--- src/rtl/bellows_direction_classifier_top_macros.svh ---
// assertion macros for the bellows direction classifier
// used by the queue and back-end modules; expects clk and rst in scope
`ifndef BELLOWS_DIRECTION_CLASSIFIER_TOP_MACROS_SVH
`define BELLOWS_DIRECTION_CLASSIFIER_TOP_MACROS_SVH

// property must hold at every edge outside reset
`define BDC_ASSERT(lbl, prop, msg) \
  lbl: assert property (@(posedge clk) disable iff (rst) (prop)) else $error(msg);

// expression must never be true outside reset
`define BDC_ASSERT_NEVER(lbl, expr, msg) \
  lbl: assert property (@(posedge clk) disable iff (rst) !(expr)) else $error(msg);

`endif

--- src/rtl/bdc_pkg.sv ---
// shared types and constants for the bellows direction classifier
// used by every rtl module of the block; no dependencies
`default_nettype none

package bdc_pkg;

  localparam int SAMPLE_W   = 20;
  localparam int LEVEL_W    = 16;
  localparam int INTEN_W    = 17;
  localparam int DIST_W     = 20;
  localparam int EDGE_W     = 19;
  localparam int CMP_W      = 24;
  localparam int REG_IDX_W  = 3;
  localparam int DIV_STEPS  = 16;
  localparam int QUEUE_DEPTH_DEF = 2;

  localparam logic [INTEN_W-1:0] INTEN_FULL = INTEN_W'(65536);

  localparam logic [REG_IDX_W-1:0] REG_CENTER    = 3'd0;
  localparam logic [REG_IDX_W-1:0] REG_DEAD_BAND = 3'd1;
  localparam logic [REG_IDX_W-1:0] REG_HYST      = 3'd2;
  localparam logic [REG_IDX_W-1:0] REG_FULL_PUSH = 3'd3;
  localparam logic [REG_IDX_W-1:0] REG_FULL_PULL = 3'd4;

  localparam logic [LEVEL_W-1:0] CENTER_RST    = 16'd32768;
  localparam logic [LEVEL_W-1:0] DEAD_BAND_RST = 16'd1024;
  localparam logic [LEVEL_W-1:0] HYST_RST      = 16'd256;
  localparam logic [LEVEL_W-1:0] FULL_PUSH_RST = 16'd16384;
  localparam logic [LEVEL_W-1:0] FULL_PULL_RST = 16'd49152;

  typedef enum logic [1:0] {
    DIR_NEUTRAL = 2'd0,
    DIR_PUSH    = 2'd1,
    DIR_PULL    = 2'd2
  } bdc_dir_t;

  typedef enum logic [1:0] {
    BK_IDLE,
    BK_RUN,
    BK_HOLD
  } bdc_state_t;

  // classified word handed from front to back
  typedef struct packed {
    bdc_dir_t            dir;
    logic [DIST_W-1:0]   excess;
    logic [DIST_W-1:0]   span16;
    logic                zero;
  } bdc_job_t;

endpackage

`default_nettype wire

--- src/rtl/bdc_front.sv ---
// front end: configuration registers, edge math and direction state machine
// depends on bdc_pkg; feeds classified words into bdc_queue
`default_nettype none

module bdc_front import bdc_pkg::*; (
  input  wire logic                  clk,
  input  wire logic                  rst,
  input  wire logic                  wr_en,
  input  wire logic [REG_IDX_W-1:0]  wr_index,
  input  wire logic [LEVEL_W-1:0]    wr_data,
  input  wire logic                  push,
  input  wire logic [SAMPLE_W-1:0]   sample,
  input  wire logic                  q_full,
  output bdc_job_t                   job,
  output logic                       job_wr
);

  logic [LEVEL_W-1:0] center_level;
  logic [LEVEL_W-1:0] dead_band;
  logic [LEVEL_W-1:0] hysteresis;
  logic [LEVEL_W-1:0] full_push_level;
  logic [LEVEL_W-1:0] full_pull_level;
  bdc_dir_t           last_direction;

  logic [LEVEL_W:0]          half;
  logic signed [EDGE_W-1:0]  push_thr;
  logic signed [EDGE_W-1:0]  pull_thr;
  logic signed [EDGE_W-1:0]  push_ret;
  logic signed [EDGE_W-1:0]  pull_ret;
  logic signed [CMP_W-1:0]   s_cmp;
  logic signed [CMP_W-1:0]   push16;
  logic signed [CMP_W-1:0]   pull16;
  logic signed [CMP_W-1:0]   push_ret16;
  logic signed [CMP_W-1:0]   pull_ret16;
  logic signed [CMP_W-1:0]   push_gap;
  logic signed [CMP_W-1:0]   pull_gap;
  logic signed [EDGE_W-1:0]  push_span;
  logic signed [EDGE_W-1:0]  pull_span;
  logic signed [EDGE_W-1:0]  span_sel;
  logic                      below_push;
  logic                      above_pull;
  bdc_dir_t                  dir_new;

  always_ff @(posedge clk) begin
    if (rst) begin
      center_level    <= CENTER_RST;
      dead_band       <= DEAD_BAND_RST;
      hysteresis      <= HYST_RST;
      full_push_level <= FULL_PUSH_RST;
      full_pull_level <= FULL_PULL_RST;
    end else if (wr_en) begin
      case (wr_index)
        REG_CENTER:    center_level    <= wr_data;
        REG_DEAD_BAND: dead_band       <= wr_data;
        REG_HYST:      hysteresis      <= wr_data;
        REG_FULL_PUSH: full_push_level <= wr_data;
        REG_FULL_PULL: full_pull_level <= wr_data;
        default: ;
      endcase
    end
  end

  // edges, each half truncated
  assign half     = {2'b00, dead_band[LEVEL_W-1:1]} + {2'b00, hysteresis[LEVEL_W-1:1]};
  assign push_thr = $signed({3'b000, center_level}) - $signed({2'b00, half});
  assign pull_thr = $signed({3'b000, center_level}) + $signed({2'b00, half});
  assign push_ret = push_thr + $signed({3'b000, hysteresis});
  assign pull_ret = pull_thr - $signed({3'b000, hysteresis});

  assign s_cmp      = $signed({4'b0000, sample});
  assign push16     = $signed({push_thr[EDGE_W-1], push_thr, 4'b0000});
  assign pull16     = $signed({pull_thr[EDGE_W-1], pull_thr, 4'b0000});
  assign push_ret16 = $signed({push_ret[EDGE_W-1], push_ret, 4'b0000});
  assign pull_ret16 = $signed({pull_ret[EDGE_W-1], pull_ret, 4'b0000});

  assign below_push = s_cmp < push16;
  assign above_pull = s_cmp > pull16;

  always_comb begin
    case (last_direction)
      DIR_PUSH: begin
        if (above_pull)                dir_new = DIR_PULL;
        else if (s_cmp >= push_ret16)  dir_new = DIR_NEUTRAL;
        else                           dir_new = DIR_PUSH;
      end
      DIR_PULL: begin
        if (below_push)                dir_new = DIR_PUSH;
        else if (s_cmp <= pull_ret16)  dir_new = DIR_NEUTRAL;
        else                           dir_new = DIR_PULL;
      end
      default: begin
        if (below_push)       dir_new = DIR_PUSH;
        else if (above_pull)  dir_new = DIR_PULL;
        else                  dir_new = DIR_NEUTRAL;
      end
    endcase
  end

  assign push_gap  = push16 - s_cmp;
  assign pull_gap  = s_cmp - pull16;
  assign push_span = push_thr - $signed({3'b000, full_push_level});
  assign pull_span = $signed({3'b000, full_pull_level}) - pull_thr;

  always_comb begin
    job.dir = dir_new;
    case (dir_new)
      DIR_PUSH: begin
        job.excess = below_push ? push_gap[DIST_W-1:0] : '0;
        span_sel   = push_span;
      end
      DIR_PULL: begin
        job.excess = above_pull ? pull_gap[DIST_W-1:0] : '0;
        span_sel   = pull_span;
      end
      default: begin
        job.excess = '0;
        span_sel   = '0;
      end
    endcase
    // a positive span never exceeds 16 bits
    job.span16 = {span_sel[LEVEL_W-1:0], 4'b0000};
    job.zero   = (dir_new == DIR_NEUTRAL) || (span_sel <= 0);
  end

  assign job_wr = push && !q_full;

  always_ff @(posedge clk) begin
    if (rst) begin
      last_direction <= DIR_NEUTRAL;
    end else if (job_wr) begin
      last_direction <= dir_new;
    end
  end

endmodule

`default_nettype wire

--- src/rtl/bdc_queue.sv ---
// short register queue of classified words between front and back end
// depends on bdc_pkg and the assertion macro header
`default_nettype none
`include "bellows_direction_classifier_top_macros.svh"

module bdc_queue import bdc_pkg::*; #(
  parameter int DEPTH = QUEUE_DEPTH_DEF
) (
  input  wire logic      clk,
  input  wire logic      rst,
  input  wire logic      wr,
  input  wire bdc_job_t  wr_job,
  output logic           full,
  input  wire logic      rd,
  output bdc_job_t       rd_job,
  output logic           empty
);

  localparam int PTR_W = (DEPTH > 1) ? $clog2(DEPTH) : 1;
  localparam int CNT_W = $clog2(DEPTH + 1);

  bdc_job_t            slots [DEPTH];
  logic [PTR_W-1:0]    wr_ptr;
  logic [PTR_W-1:0]    rd_ptr;
  logic [CNT_W-1:0]    count;
  logic                do_wr;
  logic                do_rd;

  assign full   = count == CNT_W'(DEPTH);
  assign empty  = count == '0;
  assign do_wr  = wr && !full;
  assign do_rd  = rd && !empty;
  assign rd_job = slots[rd_ptr];

  always_ff @(posedge clk) begin
    if (do_wr) begin
      slots[wr_ptr] <= wr_job;
    end
  end

  always_ff @(posedge clk) begin
    if (rst) begin
      wr_ptr <= '0;
      rd_ptr <= '0;
      count  <= '0;
    end else begin
      if (do_wr) begin
        wr_ptr <= (wr_ptr == PTR_W'(DEPTH - 1)) ? '0 : wr_ptr + 1'b1;
      end
      if (do_rd) begin
        rd_ptr <= (rd_ptr == PTR_W'(DEPTH - 1)) ? '0 : rd_ptr + 1'b1;
      end
      if (do_wr && !do_rd) begin
        count <= count + 1'b1;
      end else if (do_rd && !do_wr) begin
        count <= count - 1'b1;
      end
    end
  end

  `BDC_ASSERT(a_count_bound, count <= CNT_W'(DEPTH), "queue count beyond depth")
  `BDC_ASSERT(a_ptr_gap, (wr_ptr == rd_ptr) == (empty || full), "queue pointers disagree with count")
  `BDC_ASSERT_NEVER(a_wr_when_full, wr && full, "write offered to a full queue")

endmodule

`default_nettype wire

--- src/rtl/bdc_back.sv ---
// back end: serial restoring divider for the intensity and the result register
// depends on bdc_pkg and the assertion macro header; reads words from bdc_queue
`default_nettype none
`include "bellows_direction_classifier_top_macros.svh"

module bdc_back import bdc_pkg::*; (
  input  wire logic                clk,
  input  wire logic                rst,
  input  wire logic                q_empty,
  input  wire bdc_job_t            q_job,
  output logic                     q_pop,
  output logic                     empty,
  input  wire logic                pop,
  output logic [1:0]               direction,
  output logic [INTEN_W-1:0]       intensity
);

  localparam int CNT_W = $clog2(DIV_STEPS);

  bdc_state_t           state;
  bdc_state_t           state_next;
  logic [CNT_W-1:0]     cnt;
  logic [DIST_W-1:0]    rem;
  logic [DIST_W-1:0]    rem_next;
  logic [DIST_W-1:0]    dvs;
  logic [INTEN_W-1:0]   quo;
  bdc_dir_t             dir_r;
  logic                 out_valid;
  bdc_dir_t             out_dir;
  logic [INTEN_W-1:0]   out_int;
  logic                 out_free;
  logic                 out_load;
  logic                 job_short;
  logic [DIST_W:0]      rem2;
  logic [DIST_W:0]      rem_sub;
  logic                 rem_ge;

  assign out_free  = !out_valid || pop;
  assign job_short = q_job.zero || (q_job.excess >= q_job.span16);

  assign rem2     = {rem, 1'b0};
  assign rem_sub  = rem2 - {1'b0, dvs};
  assign rem_ge   = rem2 >= {1'b0, dvs};
  assign rem_next = rem_ge ? rem_sub[DIST_W-1:0] : rem2[DIST_W-1:0];

  always_comb begin
    state_next = state;
    case (state)
      BK_IDLE: begin
        if (!q_empty) begin
          state_next = job_short ? BK_HOLD : BK_RUN;
        end
      end
      BK_RUN: begin
        if (cnt == CNT_W'(DIV_STEPS - 1)) begin
          state_next = BK_HOLD;
        end
      end
      BK_HOLD: begin
        if (out_free) begin
          state_next = BK_IDLE;
        end
      end
      default: state_next = BK_IDLE;
    endcase
  end

  always_comb begin
    q_pop    = 1'b0;
    out_load = 1'b0;
    case (state)
      BK_IDLE: q_pop    = !q_empty;
      BK_HOLD: out_load = out_free;
      default: ;
    endcase
  end

  always_ff @(posedge clk) begin
    if (rst) begin
      state <= BK_IDLE;
    end else begin
      state <= state_next;
    end
  end

  always_ff @(posedge clk) begin
    if (q_pop) begin
      dir_r <= q_job.dir;
      dvs   <= q_job.span16;
      rem   <= q_job.excess;
      cnt   <= '0;
      if (q_job.zero) begin
        quo <= '0;
      end else if (q_job.excess >= q_job.span16) begin
        quo <= INTEN_FULL;
      end else begin
        quo <= '0;
      end
    end else if (state == BK_RUN) begin
      rem <= rem_next;
      quo <= {quo[INTEN_W-2:0], rem_ge};
      cnt <= cnt + 1'b1;
    end
  end

  always_ff @(posedge clk) begin
    if (rst) begin
      out_valid <= 1'b0;
    end else if (out_load) begin
      out_valid <= 1'b1;
    end else if (pop) begin
      out_valid <= 1'b0;
    end
  end

  always_ff @(posedge clk) begin
    if (out_load) begin
      out_dir <= dir_r;
      out_int <= quo;
    end
  end

  assign empty     = !out_valid;
  assign direction = out_dir;
  assign intensity = out_int;

  `BDC_ASSERT(a_rem_below_dvs, (state == BK_RUN) |-> (rem < dvs), "divider remainder not below divisor")
  `BDC_ASSERT(a_int_range, out_valid |-> (out_int <= INTEN_FULL), "intensity above full scale")
  `BDC_ASSERT(a_neutral_zero, (out_valid && out_dir == DIR_NEUTRAL) |-> (out_int == '0), "neutral word with nonzero intensity")
  `BDC_ASSERT_NEVER(a_load_overwrite, out_load && out_valid && !pop, "result register overwritten")

endmodule

`default_nettype wire

--- src/rtl/bellows_direction_classifier_top.sv ---
// Bellows direction classifier: sorts 16.4 pressure samples into neutral,
// push or pull with hysteresis and gives a Q1.16 intensity for each one.
//
// Input channel: drive sample with push high; the word is taken at a clock
// edge where push is high and full is low. Results: while empty is low,
// direction and intensity show the oldest result; pop with empty low takes it.
// Configuration: wr_en, wr_index and wr_data write register wr_index at the
// clock edge (0 center, 1 dead band, 2 hysteresis, 3 full push, 4 full pull).
// Write only while no result is outstanding.
//
// The front writes each classified word into the queue; the back end pops
// it, goes straight to its hold state when no division is needed (neutral,
// empty span or at full scale), else runs the 16-step serial divider first,
// and from the hold state loads the result register once that is free. The
// divider limits the sustained rate; the front takes a sample in any cycle
// the classified-word queue (QUEUE_DEPTH words) has room, so short bursts
// enter back to back. When the receiver stalls, the result register holds,
// the divider then holds its finished word, the queue fills and full rises.
// Reset (rst, synchronous) restores register defaults, sets the held
// direction to neutral and empties the queue and result register.
`default_nettype none

module bellows_direction_classifier_top import bdc_pkg::*; #(
  parameter int QUEUE_DEPTH = QUEUE_DEPTH_DEF
) (
  input  wire logic                  clk,
  input  wire logic                  rst,
  input  wire logic                  wr_en,
  input  wire logic [REG_IDX_W-1:0]  wr_index,
  input  wire logic [LEVEL_W-1:0]    wr_data,
  input  wire logic                  push,
  output logic                       full,
  input  wire logic [SAMPLE_W-1:0]   sample,
  output logic                       empty,
  input  wire logic                  pop,
  output logic [1:0]                 direction,
  output logic [INTEN_W-1:0]         intensity
);

  bdc_job_t  front_job;
  logic      front_wr;
  bdc_job_t  head_job;
  logic      q_empty;
  logic      q_pop;

  bdc_front u_front (
    .clk      (clk),
    .rst      (rst),
    .wr_en    (wr_en),
    .wr_index (wr_index),
    .wr_data  (wr_data),
    .push     (push),
    .sample   (sample),
    .q_full   (full),
    .job      (front_job),
    .job_wr   (front_wr)
  );

  bdc_queue #(
    .DEPTH (QUEUE_DEPTH)
  ) u_queue (
    .clk    (clk),
    .rst    (rst),
    .wr     (front_wr),
    .wr_job (front_job),
    .full   (full),
    .rd     (q_pop),
    .rd_job (head_job),
    .empty  (q_empty)
  );

  bdc_back u_back (
    .clk       (clk),
    .rst       (rst),
    .q_empty   (q_empty),
    .q_job     (head_job),
    .q_pop     (q_pop),
    .empty     (empty),
    .pop       (pop),
    .direction (direction),
    .intensity (intensity)
  );

endmodule

`default_nettype wire

--- config.mk ---
export PLATFORM = sky130hd
export DESIGN_NAME = bellows_direction_classifier_top
export DESIGN_NICKNAME = d
export VERILOG_FILES = /design/src/rtl/bdc_pkg.sv /design/src/rtl/bdc_front.sv /design/src/rtl/bdc_queue.sv /design/src/rtl/bdc_back.sv /design/src/rtl/bellows_direction_classifier_top.sv
export VERILOG_INCLUDE_DIRS = /design/src /design/src/rtl
export SDC_FILE = /design/constraint.sdc
export NUM_CORES = 1
export LEC_CHECK = 0
export ABC_AREA = 1
export BUFFER_PORTS_ARGS = -buffer_cell sky130_fd_sc_hd__buf_2
export CAP_MARGIN = 15
export CORE_MARGIN = 2
export CORE_UTILIZATION = 60
export DETAILED_ROUTE_END_ITERATION = 8
export PLACE_DENSITY = 0.78
export SLEW_MARGIN = 20
export SYNTH_ARGS = -nofsm -noshare
export SYNTH_HDL_FRONTEND = slang
export SYNTH_HIERARCHICAL = 1
export SYNTH_SLANG_ARGS = --single-unit
--- constraint.sdc ---
create_clock -name clk -period 18.15 [get_ports clk]
set_clock_uncertainty 0.15 [all_clocks]
set_input_delay 0 -clock clk [delete_from_list [all_inputs] [get_ports clk]]
set_output_delay 0 -clock clk [all_outputs]
set_load 0.1 [all_outputs]
==> Word level (Yosys, flattened, before mapping) <==
Memories as Yosys holds them, arrays and structs flattened. A register that Yosys moved wholly into a read port is not among the register bits.
Index checks and enable logic that the tools add are counted.
{ "op_classes": {"addsub": 15, "magnitude_cmp": 7, "n_eq_ne": 15, "muxes": 35, "n_reduce_logical": 26} }
{ "op_table": {"columns": ["operator", "count"], "rows": [
  ["2-to-1 mux 20 bit", 5],
  ["2-to-1 mux 17 bit", 4],
  ["subtractor 20 bit", 3],
  ["case mux 20 bit (2 select lines)", 1],
  ["case mux 19 bit (2 select lines)", 1],
  [">= comparator 21 x 23 -> 1 bit", 1],
  ["less-or-equal comparator 21 x 23 -> 1 bit", 1],
  ["> comparator 20 x 22 -> 1 bit", 1],
  ["2-to-1 mux 2 bit", 11],
  [">= comparator 21 x 20 -> 1 bit", 1],
  ["less-than comparator 21 bit", 1],
  [">= comparator 20 bit", 1],
  ["less-or-equal comparator 19 x 1 -> 1 bit, second input constant", 1],
  ["subtractor 16 x 18 -> 19 bit", 1],
  ["subtractor 18 x 16 -> 19 bit", 1],
  ["adder 17 x 17 -> 18 bit", 1],
  ["subtractor 17 x 17 -> 18 bit", 1],
  ["adder 16 x 16 -> 17 bit", 1],
  ["subtractor 16 x 16 -> 17 bit", 1],
  ["adder 15 x 15 -> 16 bit", 1],
  ["2-to-1 mux 1 bit", 11],
  ["AND reduction 2 bit", 5],
  ["== test 2 bit, second input constant", 4],
  ["== test 2 x 1 -> 1 bit, second input constant", 3],
  ["other kinds (19)", 36]
]} }
{ "totals": {"reg_bits": 171, "mem_bits_rw": 78, "input_bits": 44, "output_inout_bits": 21, "memories": 1} }
{ "mem_list": {"columns": ["name", "depth", "word_bits", "rd", "rd_ports_with_merged_regs", "wr", "line", "source"], "rows": [
  ["u_queue.slots", 2, 39, 1, 1, 1, "bdc_queue.sv:22", "bdc_job_t slots [DEPTH];"]
]} }

==> Longest topological paths before layout <==
Gate-level depths: netlist of run 1.
{ "logic_depth": {"depth_word": 11, "ltp_mapped": 52} }

==> By module <==
The synthesis of run 1 kept the hierarchy.
{ "modules_own_cells": {"columns": ["mod", "n_inst", "cells_per_inst", "area_per_inst_um2", "seq_area_each_um2"], "rows": [
  ["bdc_front", 1, 2000, 12361.9, 1621.6],
  ["bdc_back", 1, 649, 5346.4, 2482.4],
  ["bdc_queue", 1, 171, 3558.4, 2682.6]
]} }

==> Worst setup path after synthesis of run 1 <==
No wires, ideal clock.
{ "synth_path": {"path_type": "register to register", "from": "register u_front.hysteresis[1]", "to": "memory u_queue/slots[0][24] (netlist name) (data pin)", "setup_ps": 279, "arrival_time_ps": 6551, "t_required_ps": 17721, "path_slack_ps": 11171, "path_stages_with_launch": 43, "n_path_buf": 4, "period_less_slack_ps": 6979, "cell_sequence": "dfxtp_1 > ha_1 > inv_1 > fa_1 > o21ai_1 > xor2_1 > inv_1 > ha_1 > buf_2 > inv_1 > a21oi_1 > nand2_1 > a31o_2 > a21oi_1 > o21ai_0 > xor2_1 > inv_1 > ha_1 > (+7 left out) > xnor2_1 > ha_1 > nand2_1 > nor2_1 > nand3_1 > nor2_1 > a221oi_1 > nand2_1 > nand2_1 > nand3_1 > nand2_1 > inv_1 > ha_1 > clkbuf_1 > inv_1 > clkbuf_1 > clkbuf_1 > nor2_1"} }
{ "synth_rtl": {"columns": ["item", "line", "source"], "rows": [
  ["start, declared", "bdc_front.sv:20", "logic [LEVEL_W-1:0] hysteresis;"],
  ["start signal, assigned", "bdc_front.sv:55", "REG_HYST: hysteresis <= wr_data;"],
  ["end, declared", "bdc_queue.sv:22", null]
]} }

==> results of run 1 <==
[kinds of logic (layout without fill, tap and decap cells)]
kind of cell               Yosys count  count (layout)  share of synthesized area
buffers and inverters              498             606                     0.0962
DFF                                257             257                      0.319
muxes                               43              43                     0.0298
adders and majority gates          248             248                      0.149
and+or+nand+nor                   1214            1214                      0.245
AOI/OAI and AO/OA                  456             456                      0.118
other                                1               5                   0.000176
xor gates and xnor gates           103             103                     0.0424
[registers in the layout (all words and copies together) (netlist names), 2 cells and up, named ones only]
signal	cells
u_queue/slots	86
u_back/dvs	20
u_back/rem	20
u_back/intensity	17
u_back/quo	17
u_front/center_level	16
u_front/full_pull_level	16
u_front/full_push_level	16
u_front/hysteresis	16
u_front/dead_band	15
u_back/cnt	4
u_back/dir_r	2
u_back/direction	2
u_back/state	2
u_front/last_direction	2
u_queue/count	2
[metrics by stage]
stage / hold WS [ns] / setup WS, ns / power [mW]
2_1_floorplan: -0.0809 / 11.17 / 2.43
3_3_place_gp: 0.138 / 9.55 / 2.81
3_5_place_dp: 0.153 / 9.24 / 2.90
4_1_cts: 0.0617 / 9.19 / 3.50
5_1_grt: 0.105 / 8.36 / 3.79
6_report: 0.0860 / 9.14 / 3.54
[worst max path at each step]
stage / slack, ns / endpoint / start / cells past startpoint
global placement: 9.55 / u_queue/slots[0][0] / u_front/hysteresis[1] / 45
global route: 8.36 / u_queue/slots[0][0] / u_front/hysteresis[1] / 44
detailed placement: 9.24 / u_queue/slots[0][0] / u_front/hysteresis[1] / 45
CTS: 9.19 / u_queue/slots[0][0] / u_front/hysteresis[1] / 45
finish: 9.14 / u_queue/slots[0][0] / u_front/hysteresis[1] / 45
floorplan: 11.17 / u_queue/slots[0][24] / u_front/hysteresis[1] / 42
[worst max-delay path, delay by kind of cell, from the launching register on]
kind            cells  cell delay [ns]
simple gates       25             2.56
xor+xnor            3             0.76
fa+ha+maj           6             2.29
compound gates      6             1.55
flops               1             0.45
buf+inv             5             0.96
[Yosys cell counts (9+ instances only)]
cell type | instances | share of area
a21oi_1 | 215 | 0.051
a21oi_2 | 13 | 0.0054
clkbuf_1 | 28 | 0.0049
inv_2 | 14 | 0.0025
ha_1 | 239 | 0.14
nor2_2 | 23 | 0.0068
nand3_1 | 141 | 0.033
o21ai_1 | 10 | 0.0024
xnor2_1 | 37 | 0.015
xor2_1 | 66 | 0.027
nand3b_1 | 29 | 0.010
nor3_1 | 25 | 0.0059
nor2_1 | 276 | 0.049
o21ai_0 | 152 | 0.036
inv_1 | 423 | 0.075
o21bai_1 | 12 | 0.0042
a21o_1 | 9 | 0.0032
and2_1 | 12 | 0.0035
nand2_1 | 642 | 0.11
nand4_1 | 25 | 0.0074
mux2_4 | 40 | 0.028
nand2_2 | 15 | 0.0044
dfxtp_1 | 93 | 0.088
edfxtp_1 | 164 | 0.23
fa_1 | 9 | 0.0085
[layout make-up]
class	count	area [um^2]
tap	455	569
sequential	257	6790
multi-input combinational	2068	12500
clock inverter	14	133
timing repair buffer	112	776
inverter	441	1660
antenna	1	2.50
clock buffer	39	826
fill	2903	11500
[power by group]
part	internal [mW]	switching, mW	total (mW)	leakage [nW]
combinational	0.665	1.35	2.01	8.59
sequential	0.869	0.0669	0.936	2.32
clock	0.337	0.256	0.593	0.473
[per-layer routing]
layer  share of wire  routed length [um]
met1            0.37               25000
met2            0.50               33200
met3           0.055                3660
met4           0.074                4950
met5               0                   0
==> results.txt, run 1 <==
global routing's busiest layer: met2
syn avg cell area: 7.54 um^2
CP max stage cell: ha_1
Initial Util: 0.613
clk root buf: clkbuf_16
num rows: 68
Rel. slew slack: 0.332
leakage: 11.4 nW
Worst Tran Pin Value: 1.00 ns
count of endpoints failing hold in the final timing report: 0
fin cells: 3387
Final nets: 3201
P&R area growth vs syn: 9.18%
Worst-path clk slew: 0.06 ns
fin crit period: 9.01 ns
Post-Route WL: 66800 um
RSZ-0062 raised after global routing: false
Die ar.: 37000 um^2
DR vias: 19500
die height: 192 um
mapped cell area: 21300 um^2
hold wc startpoint: sample[19]
vias per cell: 5.75
Initial DRC Count: 1432
DRC: 0
CTS max path bufs: 3
CTS tree: yes
# H-tree levels: 1
vias in the first global route: 19400
gr usage total: 0.365
WP data arrival: 9.19 ns
post-cts resize count: 0
Hold EP: u_front/last_direction[0]
Core Box Area: 34700 um^2
DIE WIDTH: 192 um
CP dominant cell by count: nand2_1
slowest stage delay, CP: 0.60 ns
critical register-to-register path startpoint: u_front/hysteresis[1]
HPWL after DPL: 53600 um
first-pass GRT wire length: 103000 um
#FFs+latches synth: 257
flop2flop setup slack: 9.14 ns
largest net degree at the start of global routing: 77
CP Launch Type: flip-flop
GR Layer Usage met1: 0.401
initial antenna violation count: 0
# clock sinks: 257
Mapped Cells: 2820
Final period util: 0.496
Hold Path Class: in -> reg
commonest non-fill, non-tap cells in the layout: nand2_1 (642), inv_1 (423), nor2_1 (273)
Congestion Overflow GR: 0
status: finished, final reports clean
DR pass1 iterations: 8
FMAX: 111 MHz
total CTS buffers: 29
max-cap viol count: 0
CP Capture Type: flip-flop
IO buf count: 64
io pins: 65
setup_tns: 0 ns
post-synthesis cell type count: 65
Post-synth EDFFs: 164
fin area: 23200 um^2
grt met2 use: 0.665
Routed Antenna Nets: 0
Hold Path Stages: 7
Peak VDD IR: 0.141 mV
Crit Path Class: reg -> reg
routability congestion estimate: 1.04
hold_buf cts: 38
Core Util, Final: 0.669
placed insts: 3295
final setup fails: 0
P per Cell Area: 152 nW/um^2
Synth Flop Type: edfxtp_1
data required time of the worst path: 18.33 ns
GR Util met3: 0.0422
R2R depth: 45
Setup Buffers After CTS: 0
most common cell after layout, fill and taps aside: nand2_1
Ys Warns: 6
Clk Latency, worst-skew pair: 0.59 ns
mean routed wirelength per cell: 19.7 um
fraction of registers with async set/reset: 0
crit path max fanout: 21
sequential area share after synthesis: 0.319
fraction of layout cells with a size suffix above 1: 0.0894
fin. max-slew vios: 0
FF-to-FF End: u_queue/slots[0][0]
Placed Area: 21900 um^2
Power figures use the tool's default switching activity.
==> run 2, diff against run 1 <==
- ABC_AREA: 1 -> 0
- CORE_UTILIZATION: 60 -> 58
- PLACE_DENSITY: 0.78 -> 0.79
- clock period: 18.15 -> 8.25 ns (I/O delays scaled with it)
==> run 2 against run 1 <==
Net effect:
- the run now ends with negative setup slack left
- final cell count fell by 12%
- largest cell class unchanged
- clock power rose by 130%
- non-clock buffer count rose by 299
- wire length fell by 19%
==> results.txt, run 2 <==
num rows: 66
failing checks: negative setup slack
crit path max fanout: 8
first-pass GRT wire length: 85800 um
WP data arrival: 8.97 ns
status: finished with violations
HPWL after DPL: 40100 um
Routed Antenna Nets: 0
final setup fails: 2
top post-synthesis cells by area: edfxtp_1 (26%), ha_1 (15%), dfxtp_1 (9.6%)
Congestion Overflow GR: 0
Final nets: 2803
top cell type by total area after synthesis: edfxtp_1
largest net degree at the start of global routing: 91
Ys Warns: 6
initial antenna violation count: 0
Comb power frac: 0.524
IO buf count: 64
post-route setup slack: -0.496 ns
clock power share: 0.194
gr usage total: 0.303
fraction of layout cells with a size suffix above 1: 0.239
Crit Path Class: reg -> reg
commonest non-fill, non-tap cells in the layout: buf_4 (317), nand2_1 (239), ha_1 (228)
CTS max path bufs: 3
Mapped Cells: 2126
post-synthesis cell type count: 88
largest registers: u_queue/slots x86, u_back/dvs x20, u_back/rem x20
CP max stage cell: or4_4
P&R area growth vs syn: 25.3%
# H-tree levels: 1
Die ar.: 34800 um^2
Internal: 4.24 mW
sw power: 2.89 mW
RSZ-0062 raised after global routing: true
die height: 186 um
max-cap viol count: 0
Synth Flop Type: edfxtp_1
data required time of the worst path: 8.48 ns
Rel. slew slack: 0.293
Post-Route WL: 54100 um
CP Launch Type: flip-flop
most common cell after layout, fill and taps aside: buf_4
FMAX: 114 MHz
largest register by flop count: u_queue/slots
Peak VDD IR: 0.263 mV
slowest stage delay, CP: 0.45 ns
Seq pwr share: 0.282
Final period util: 1.06
max FFs per register: 86
count of endpoints failing hold in the final timing report: 0
Post-synth EDFFs: 164
DRC: 0
Net Sw Frac: 0.406
sequential area share after synthesis: 0.352
DR pass1 iterations: 5
syn avg cell area: 9.08 um^2
Core Box Area: 32600 um^2
post-synth top area share: 0.255
Initial Util: 0.592
DR vias: 17200
Core Util, Final: 0.742
# clock sinks: 257
Hold WS: 0.00352 ns
Worst-path clk slew: 0.06 ns
CTS tree: yes
Clk Latency, worst-skew pair: 0.56 ns
Hold Path Class: in -> reg
Filler cells: 2302
DIE WIDTH: 186 um
vias per cell: 5.79
routability congestion estimate: 0.955
Synth top cells by count: nand2_1 (240), ha_1 (239), a21oi_1 (204)
most common cell in the netlist: nand2_1
CP Capture Type: flip-flop
fraction of registers with async set/reset: 0
vias in the first global route: 17300
CP dominant cell by count: buf_4
#FFs+latches synth: 257
Initial DRC Count: 959
io pins: 65
clk root buf: clkbuf_16
total CTS buffers: 28
fin. max-slew vios: 0
fin crit period: 8.75 ns
Antenna diodes: 0
leakage: 10.6 nW
P per Cell Area: 295 nW/um^2
mean routed wirelength per cell: 18.2 um
mapped cell area: 19300 um^2
Worst Tran Pin Value: 1.06 ns
-- run 2: changes by cell type in the layout (fill, tap and decap cells not counted), sizes merged, moves of 27 or more --
| cell | change |
|---|---|
| nand2 | -421 |
| o21a | +30 |
| nor2b | +32 |
| nand2b | +27 |
| nand3 | -111 |
| a21o | +39 |
| o21ai | -85 |
| nor2 | -173 |
| inv | -245 |
| xnor2 | +44 |
| buf | +308 |
-- run 2: critical path: cells and delay by family (launching register included) --
kind                     cells  cell delay [ns]
AND/OR/NAND/NOR             13             3.13
AO/OA/AOI/OAI               13             2.22
adder cells (fa/ha/maj)      6             1.59
buffers and inverters        5             0.62
XOR/XNOR                     3             0.51
flip-flops                   1             0.35
-- run 2: kinds of logic after synthesis --
| group | Yosys count | share of synthesized area |
|---|---|---|
| adder cells (fa/ha/maj) | 248 | 0.164 |
| flip-flops | 257 | 0.352 |
| XOR/XNOR | 131 | 0.0594 |
| AO/OA/AOI/OAI | 557 | 0.189 |
| multiplexers | 47 | 0.0273 |
| buffers and inverters | 251 | 0.0516 |
| AND/OR/NAND/NOR | 634 | 0.157 |
| other | 1 | 0.000194 |
-- run 2: routing by layer --
metal | track usage | up-vias | wire, um
met5 | 0 | - | 0
li1 | - | 8380 | -
met4 | 0.135 | 0 | 2690
met2 | 0.563 | 464 | 27300
met1 | 0.356 | 8195 | 22000
met3 | 0.0275 | 167 | 2140
-- run 2: cell type report --
type                            instances  area [um^2]  share of cell area
Clock inverter                         22          294              0.0122
Clock buffer                           29          726              0.0300
Timing Repair Buffer                  411         3000               0.124
Inverter                              192          726              0.0300
Tap cell                              442          553              0.0229
Multi-Input combinational cell       1621        12100               0.500
Sequential cell                       257         6790               0.281
-- run 2: worst paths after layout --
check / from / cells after the start / slack, ns / endpoint
max: u_front/dead_band[1] / 40 / -0.50 / u_queue/slots[0][0]
max reg2reg: u_front/dead_band[1] / 40 / -0.50 / u_queue/slots[0][0]
min reg2reg: u_back/dir_r[1] / 0 / 0.27 / u_back/direction[1]
min: rst / 3 / 0.004 / flip-flop
-- run 2: what timing repair did --
item	CTS	global route
resized for setup	65	52
pin swaps	44	42
hold buffers	29	0
setup buffers	22	15
hold endpoints to repair	101	0
endpoints found under the setup margin	2	6
-- run 2: power by group through the flow --
| stage | registers [mW] | logic [mW] | clock network, mW |
|---|---|---|---|
| 2_1_floorplan | 2.12 | 2.49 | 0 |
| 3_3_place_gp | 2.01 | 3.39 | 0 |
| 3_5_place_dp | 2.02 | 3.50 | 0 |
| 4_1_cts | 2.01 | 3.65 | 1.40 |
| 5_1_grt | 2.04 | 4.09 | 1.45 |
| 6_report | 2.01 | 3.74 | 1.38 |
-- run 2: stage by stage --
step	instance area, um^2	setup WS (ns)	cells	power, mW	TNS [ns]
final	24200	-0.496	2974	7.13	-0.992
after global routing	24200	-0.869	2974	7.59	-1.74
after CTS	23800	-0.408	2959	7.06	-0.816
after detailed placement	22100	-0.964	2857	5.53	-1.93
after global placement	22100	-0.633	2857	5.40	-1.27
after floorplan	19400	0.00244	2129	4.61	0
==> run 3, diff against run 2 <==
- CORE_UTILIZATION: 58 -> 55
- PLACE_DENSITY: 0.79 -> 0.76
==> run 3 against run 2 <==
Net effect:
- the run still ends with negative setup slack left
- sequential share of layout area increased by 0.35 points
- wire length decreased by 3.1%
- register-to-register slack improved by 0.02 ns
- final cell count increased by 0.17%
- fmax increased by 0.25%
- combinational power decreased by 2%
- non-clock buffer count decreased by 8
- worst setup slack improved by 0.022 ns
- count of clock-buffer cells in the layout increased by 5
- highest routed layer unchanged
==> results.txt, run 3 (synthesis results as in run 2) <==
count of endpoints failing hold in the final timing report: 0
WP data arrival: 8.97 ns
Crit Path Class: reg -> reg
Hold EP: u_front/dead_band[1]
Routed Antenna Nets: 0
num rows: 68
Antenna diodes: 0
DR pass1 iterations: 6
CTS max path bufs: 3
CP dominant cell by count: buf_4
Core Box Area: 34500 um^2
Die ar.: 36600 um^2
post-route setup slack: -0.475 ns
routability congestion estimate: 1.02
CP max stage cell: or4_4
placed insts: 2867
CP Capture Type: flip-flop
total CTS buffers: 28
Rel. slew slack: 0.260
Clk Latency, worst-skew pair: 0.56 ns
Final period util: 1.06
Worst Tran Pin Value: 1.11 ns
Final nets: 2795
P&R area growth vs syn: 23.8%
# H-tree levels: 1
max FFs per register: 86
fraction of layout cells with a size suffix above 1: 0.226
Peak VDD IR: 0.519 mV
HPWL after DPL: 40500 um
leakage: 10.4 nW
fin. max-slew vios: 0
failing checks: negative setup slack
R2R depth: 40
die height: 191 um
critical register-to-register path startpoint: u_front/dead_band[1]
DR vias: 16900
vias per cell: 5.69
FF-to-FF End: u_queue/slots[0][0]
Hold Path Class: in -> reg
mean routed wirelength per cell: 17.6 um
io pins: 65
crit path max fanout: 4
Hold WS: 0.0283 ns
fin cells: 2979
most common cell after layout, fill and taps aside: buf_4
slowest stage delay, CP: 0.44 ns
hold wc startpoint: wr_index[2]
Core Util, Final: 0.692
gr usage total: 0.284
fin crit period: 8.72 ns
final setup fails: 2
initial antenna violation count: 0
largest register by flop count: u_queue/slots
max-cap viol count: 0
DRC: 0
Filler cells: 2608
IO buf count: 64
Initial DRC Count: 1012
largest net degree at the start of global routing: 91
status: finished with violations
P per Cell Area: 291 nW/um^2
flop2flop setup slack: -0.47 ns
Initial Util: 0.559
setup_tns: -0.949 ns
Congestion Overflow GR: 0
first-pass GRT wire length: 83400 um
data required time of the worst path: 8.49 ns
RSZ-0062 raised after global routing: true
FMAX: 115 MHz
Post-Route WL: 52500 um
commonest non-fill, non-tap cells in the layout: buf_4 (313), nand2_1 (239), ha_1 (232)
CTS tree: yes
Worst-path clk slew: 0.06 ns
DIE WIDTH: 191 um
vias in the first global route: 17100
clk root buf: clkbuf_16
Hold Path Stages: 6
largest registers: u_queue/slots x86, u_back/dvs x20, u_back/rem x20
# clock sinks: 257
CP Launch Type: flip-flop
-- run 3: cell count changes in the layout (fill, tap and decap cells not counted), sizes merged --
cell | before | now
buf | 382 | 377
inv | 198 | 192
dlygate4sd3 | 29 | 26
bufinv | 6 | 4
clkinvlp | 1 | 5
clkinv | 9 | 8
clkbuf | 29 | 34
-- run 3: worst max path at each step --
stage          slack [ns]                 start  cells past startpoint                   to
5_1_grt             -0.82  u_front/dead_band[1]                     42  u_queue/slots[0][0]
6_report            -0.47  u_front/dead_band[1]                     40  u_queue/slots[0][0]
3_3_place_gp        -0.84  u_front/dead_band[1]                     42  u_queue/slots[0][0]
3_5_place_dp        -1.08  u_front/dead_band[1]                     42  u_queue/slots[0][0]
4_1_cts             -0.40  u_front/dead_band[1]                     39  u_queue/slots[1][0]
2_1_floorplan       0.002  u_front/dead_band[2]                     41  u_queue/slots[0][0]
-- run 3: final cells by class --
class,count,area [um^2],share of cell area
Tap cell,455,569,0.0238
Inverter,192,723,0.0303
Sequential cell,257,6790,0.284
Clock inverter,17,195,0.00817
Clock buffer,34,744,0.0312
Multi-Input combinational cell,1621,11900,0.500
Timing Repair Buffer,403,2930,0.123
-- run 3: critical path, delay by kind of cell (launching register included) --
kind | cells | cell delay [ns]
compound gates | 15 | 2.72
xor+xnor | 3 | 0.52
fa+ha+maj | 6 | 1.59
buf+inv | 6 | 0.75
flops | 1 | 0.35
simple gates | 10 | 2.48
-- run 3: power breakdown --
group | internal [mW] | total, mW | switching [mW]
registers | 1.89 | 2.00 | 0.114
clock network | 0.765 | 1.28 | 0.511
logic | 1.50 | 3.68 | 2.18
total | 4.15 | 6.95 | 2.80
-- run 3: routing by layer --
metal,routed length [um],vias up,global-route usage
li1,-,8361,-
met1,21600,7989,0.332
met2,26300,457,0.526
met3,2210,140,0.0290
met4,2320,0,0.121
met5,0,-,0
-- run 3: metrics by stage --
| stage | area, um^2 | setup WS [ns] | total power [mW] |
|---|---|---|---|
| finish | 23900 | -0.475 | 6.95 |
| CTS | 23800 | -0.396 | 6.94 |
| detailed placement | 22100 | -1.08 | 5.54 |
| floorplan | 19400 | 0.00244 | 4.61 |
| global route | 23900 | -0.823 | 7.41 |
| global placement | 22100 | -0.836 | 5.41 |
-- run 3: what timing repair did --
item / 4_1_cts / 5_1_grt
hold buffers: 26 / 0
hold endpoints to repair: 94 / 0
setup endpoints to repair: 2 / 6
resized for setup: 61 / 23
buffers inserted: 32 / 3
pin swaps: 20 / 23
